## src/hw/rtl/pmlh_pkg.sv

```systemverilog
// Package for the split-field PML Hy update block.
// Holds the request and result types, default sizes and the saturation helper.
// No dependencies.
package pmlh_pkg;

    // Default storage depth and fraction width.
    localparam int DEF_PML_ENTRIES = 65536;
    localparam int DEF_FRAC_BITS   = 16;

    // The divider resolves 32 quotient bits, one per stage, after one set-up stage.
    localparam int DIV_STEPS = 32;
    localparam int DIV_LAT   = DIV_STEPS + 1;

    localparam logic signed [63:0] S32_MAX = 64'sh0000_0000_7fff_ffff;
    localparam logic signed [63:0] S32_MIN = -64'sh0000_0000_8000_0000;

    typedef struct packed {
        logic        [15:0] entry_index;
        logic signed [31:0] ex_here;
        logic signed [31:0] ex_next_z;
        logic signed [31:0] ez_here;
        logic signed [31:0] ez_next_x;
        logic signed [31:0] z_metric;
        logic signed [31:0] x_metric;
        logic signed [31:0] h_scale;
        logic        [30:0] loss_scale;
        logic        [30:0] z_grading;
        logic        [30:0] x_grading;
    } pmlh_req_t;

    typedef struct packed {
        logic        [15:0] out_index;
        logic signed [31:0] hy_value;
    } pmlh_res_t;

    // Clamp a signed value to the 32-bit range.
    function automatic logic signed [31:0] sat32(input logic signed [63:0] v);
        logic signed [31:0] r;
        if (v > S32_MAX)
        begin
            r = 32'sh7fff_ffff;
        end
        else if (v < S32_MIN)
        begin
            r = -32'sh7fff_ffff - 32'sh1;
        end
        else
        begin
            r = v[31:0];
        end
        return r;
    endfunction

endpackage

```

## src/hw/rtl/pmlh_div_pipe.sv

```systemverilog
// Pipelined signed fixed-point divider: (num * 2^FRAC_BITS) / den, truncated toward zero.
// Depends on pmlh_pkg for the stage count. The denominator is positive and at least
// 2^FRAC_BITS, so the quotient always fits in 32 bits.
module pmlh_div_pipe #(
    parameter int FRAC_BITS = pmlh_pkg::DEF_FRAC_BITS
) (
    input  logic               clk,
    input  logic               en,
    input  logic signed [31:0] num,
    input  logic        [30:0] den,
    output logic signed [31:0] quo
);
    import pmlh_pkg::*;

    localparam int DW = 32 + FRAC_BITS;

    // One entry per stage: partial remainder, dividend bits shifting out while
    // quotient bits shift in, the divisor and the result sign.
    logic [30:0] rem_reg  [DIV_LAT];
    logic [31:0] work_reg [DIV_LAT];
    logic [30:0] den_reg  [DIV_LAT];
    logic        neg_reg  [DIV_LAT];

    logic [31:0]   mag;
    logic [DW-1:0] dvd;
    logic [32:0]   q33;

    // Magnitude of the scaled dividend. Its top FRAC_BITS bits are below the
    // divisor, so they load straight into the remainder.
    always_comb
    begin
        mag = num[31] ? 32'(-33'(num)) : 32'(num);
        dvd = DW'(mag) << FRAC_BITS;
    end

    always_ff @(posedge clk)
    begin
        if (en)
        begin
            rem_reg[0]  <= 31'(dvd >> 32);
            work_reg[0] <= dvd[31:0];
            den_reg[0]  <= den;
            neg_reg[0]  <= num[31];
            for (int s = 1; s < DIV_LAT; s++)
            begin
                logic [31:0] rs;
                logic        ge;
                rs = {rem_reg[s-1], work_reg[s-1][31]};
                ge = rs >= {1'b0, den_reg[s-1]};
                rem_reg[s]  <= ge ? 31'(rs - {1'b0, den_reg[s-1]}) : rs[30:0];
                work_reg[s] <= {work_reg[s-1][30:0], ge};
                den_reg[s]  <= den_reg[s-1];
                neg_reg[s]  <= neg_reg[s-1];
            end
        end
    end

    // Restore the sign of the quotient.
    always_comb
    begin
        q33 = {1'b0, work_reg[DIV_LAT-1]};
        quo = neg_reg[DIV_LAT-1] ? 32'(-q33) : 32'(q33);
    end

endmodule

```

## config.mk

```make
export PLATFORM = sky130hd
export DESIGN_NAME = pmlh_div_pipe
export DESIGN_NICKNAME = d
export VERILOG_FILES = /design/src/hw/rtl/pmlh_pkg.sv /design/src/hw/rtl/pmlh_div_pipe.sv
export SDC_FILE = /design/constraint.sdc
export NUM_CORES = 2
export LEC_CHECK = 0
export BUFFER_PORTS_ARGS = -buffer_cell sky130_fd_sc_hd__buf_4
export CORE_MARGIN = 4
export CORE_UTILIZATION = 55
export DETAILED_ROUTE_END_ITERATION = 7
export PLACE_DENSITY = 0.75
export SYNTH_ARGS = -nofsm -noshare
export SYNTH_HDL_FRONTEND = slang
export SYNTH_SLANG_ARGS = --single-unit
```

## constraint.sdc

```tcl
create_clock -name clk -period 3.57 [get_ports clk]
set_clock_uncertainty 0.2 [all_clocks]
set_input_delay 0.357 -clock clk [delete_from_list [all_inputs] [get_ports clk]]
set_output_delay 0.357 -clock clk [all_outputs]
set_load 0.02 [all_outputs]
```

==> run summary <==
status -> finished with violations
failing checks -> negative setup slack
GRT Residual Overflow -> 0
global-route wire length before repair -> 572000 um
Worst Hold Class -> in -> reg
clk slew on worst S/H paths -> 0.06 ns
P per Cell Area -> 944 nW/um^2
Routed Wire Length -> 385000 um
max reg flops -> 992
final worst slack -> -0.748 ns
final setup fails -> 409
Final nets -> 15038
Hold Vio Cnt, Final -> 0
GP Congestion -> 1.00
Placed Cells -> 16472
hpwl dp -> 264000 um
Fmax -> 232 MHz
ranking of synthesized cells by area -> edfxtp_1, ha_1, a21oi_1
#FFs+latches synth -> 2666
worst skew pair latency -> 0.96 ns
I/O pin cnt -> 97
Synth top area share -> 56.2%
die height -> 517 um
CTS buffer count -> 304
unrepaired setup endpoints after global routing -> yes
number of synthesized flops with an enable pin -> 2666
port bufs -> 96
post-DR wirelength/cell -> 21.9 um
die area -> 267000 sq um
chip width -> 517 um
Fill cells -> 17332
Mapped Cells -> 12100
layout cells sized above 1 -> 23.6%
placed cell area -> 156000 sq um
DRT iter0 DRCs -> 7858
H-Tree Level Count -> 5
CP endpoint kind -> output pin
largest net degree at the start of global routing -> 140
Max VDD drop -> 0.679 mV
CTS max path bufs -> 4
Synth Area per Inst -> 11.8 sq um
DRC -> 0
Via-to-Cell Ratio -> 5.90
async set or reset register ratio after synthesis -> 0%
Seq/Total Area, Yosys -> 56.2%
DR vias -> 103648
max-slew violation count -> 0
Yosys cell types -> 107
post-route ant nets -> 0
vias in the first global route -> 104994
measured slew at the worst slew-check pin -> 1.02 ns
Yosys top cell by area -> edfxtp_1
Area Growth Syn to Fin -> 24.8%
reg-to-reg slack, setup -> -0.41 ns
Post-Syn Area -> 142000 sq um
num rows -> 186
initial antenna violation count -> 5
Core Region -> 257000 sq um
startpoint types -> register
YS warnings -> 0
post-route minimum period -> 4.32 ns
leakage power -> 0.0742 uW
Post-Route Utilization -> 69.1%
crit path max fanout -> 3
Seq. cell area -> 80100 sq um
Root Buffer -> clkbuf_16
CP Class -> reg -> out
final period utilization -> 121%
worst rel slew slack -> 31.7%
Initial Util -> 55.3%
non-filler cells, final -> 17561
overall global routing resource usage -> 27.1%
design area -> 178000 sq um
Post-synth top cells -> edfxtp_1, inv_1, a21oi_1
max cap viols -> 0
TritonCTS clock tree -> done
DR pass1 iterations -> 8
CP required -> 3.01 ns
clock sinks -> 2666
top_reg_cell synth -> edfxtp_1
Multi-input gate area -> 62000 sq um
CP arrival -> 3.76 ns
count leader, synth -> edfxtp_1
post-synth net total -> 13175
worst hold margin -> 0.136 ns
[cells in the final DEF (no fill, tap or decap), types with 103 or more instances in the layout]
cell type and instances:
edfxtp_1 2666, buf_4 1409, inv_1 1153, ha_1 932, a21oi_1 866, nand2_1 762
o21ai_0 589, nor2_1 567, a21o_1 536, xnor2_1 499, xor2_1 361, clkbuf_16 344
mux2_2 185, mux2_4 156, nand4_1 154, nand3_1 136, o21a_1 124, dlygate4sd3_1 122
nor3_1 118, buf_12 107, nand2b_1 104, a21oi_2 104, o21ai_1 103
[worst max-delay path: stages, from the launching register on]
cell and delay (ns):
edfxtp_1 0.44, nor4_2 0.30, buf_4 0.16, nand2_2 0.07
or4_4 0.43, or3_4 0.39, nand2b_4 0.18, or2_4 0.27
o31ai_4 0.23, xnor2_1 0.16, buf_4 0.17
[repair_timing]
item	in CTS	in global routing
gates cloned	43	45
hold buffers	124	0
resized for setup	638	941
pin swaps	254	380
endpoints found under the hold margin	342	0
setup endpoints to repair	829	964
buffers inserted	194	227
[cells by family after synthesis]
kind of cell,share of synthesized area (%)
AOI/OAI and AO/OA,14.5
DFF,56.2
and+or+nand+nor,8.08
buffers and inverters,3.99
adders and majority gates,9.03
xor gates and xnor gates,5.37
muxes,2.84
[power by group]
part           total, uW  internal (uW)  switching (uW)
clock              30300          17900           12400
sequential         50500          45500            5050
combinational      87000          42300           44700
total             168000         106000           62100
[routing by layer]
| layer | vias up | track usage (%) | share of wire [%] |
|---|---|---|---|
| met4 | 0 | 19.0 | 8.7 |
| li1 | 48365 | - | - |
| met1 | 50050 | 27.7 | 35 |
| met3 | 1521 | 3.66 | 4.4 |
| met2 | 3712 | 50.9 | 52 |
| met5 | - | 0 | 0 |
[path summary, 6_finish.rpt]
path                               from                    endpoint  cells after the start
max            work_reg[2][3]$_DFFE_PP_                     quo[26]                     10
max reg2reg   work_reg[0][31]$_DFFE_PP_    rem_reg[0][42]$_DFFE_PP_                     17
min                             num[26]    rem_reg[0][10]$_DFFE_PP_                      3
min reg2reg  work_reg[1][240]$_DFFE_PP_  work_reg[1][273]$_DFFE_PP_                      0
[cell type report]
cell class | instances | share of cell area (%)
flip-flops and latches | 2666 | 45.0
multi-input cells | 7954 | 34.9
repair buffers | 1846 | 9.85
clock buffers | 355 | 4.43
inverters | 1191 | 2.52
well taps | 3384 | 2.38
clock inverters | 158 | 0.927
diodes | 7 | 0.00985
[stage by stage]
stage	power, uW	setup WS, ns	setup TNS, ns
floorplan	95300	-0.116	-1.48
global placement	118000	-0.443	-107.39
detailed placement	120000	-0.587	-140.45
CTS	158000	-0.776	-53.03
global route	177000	-0.888	-114.04
finish	168000	-0.748	-55.38
Power figures use the tool's default switching activity.
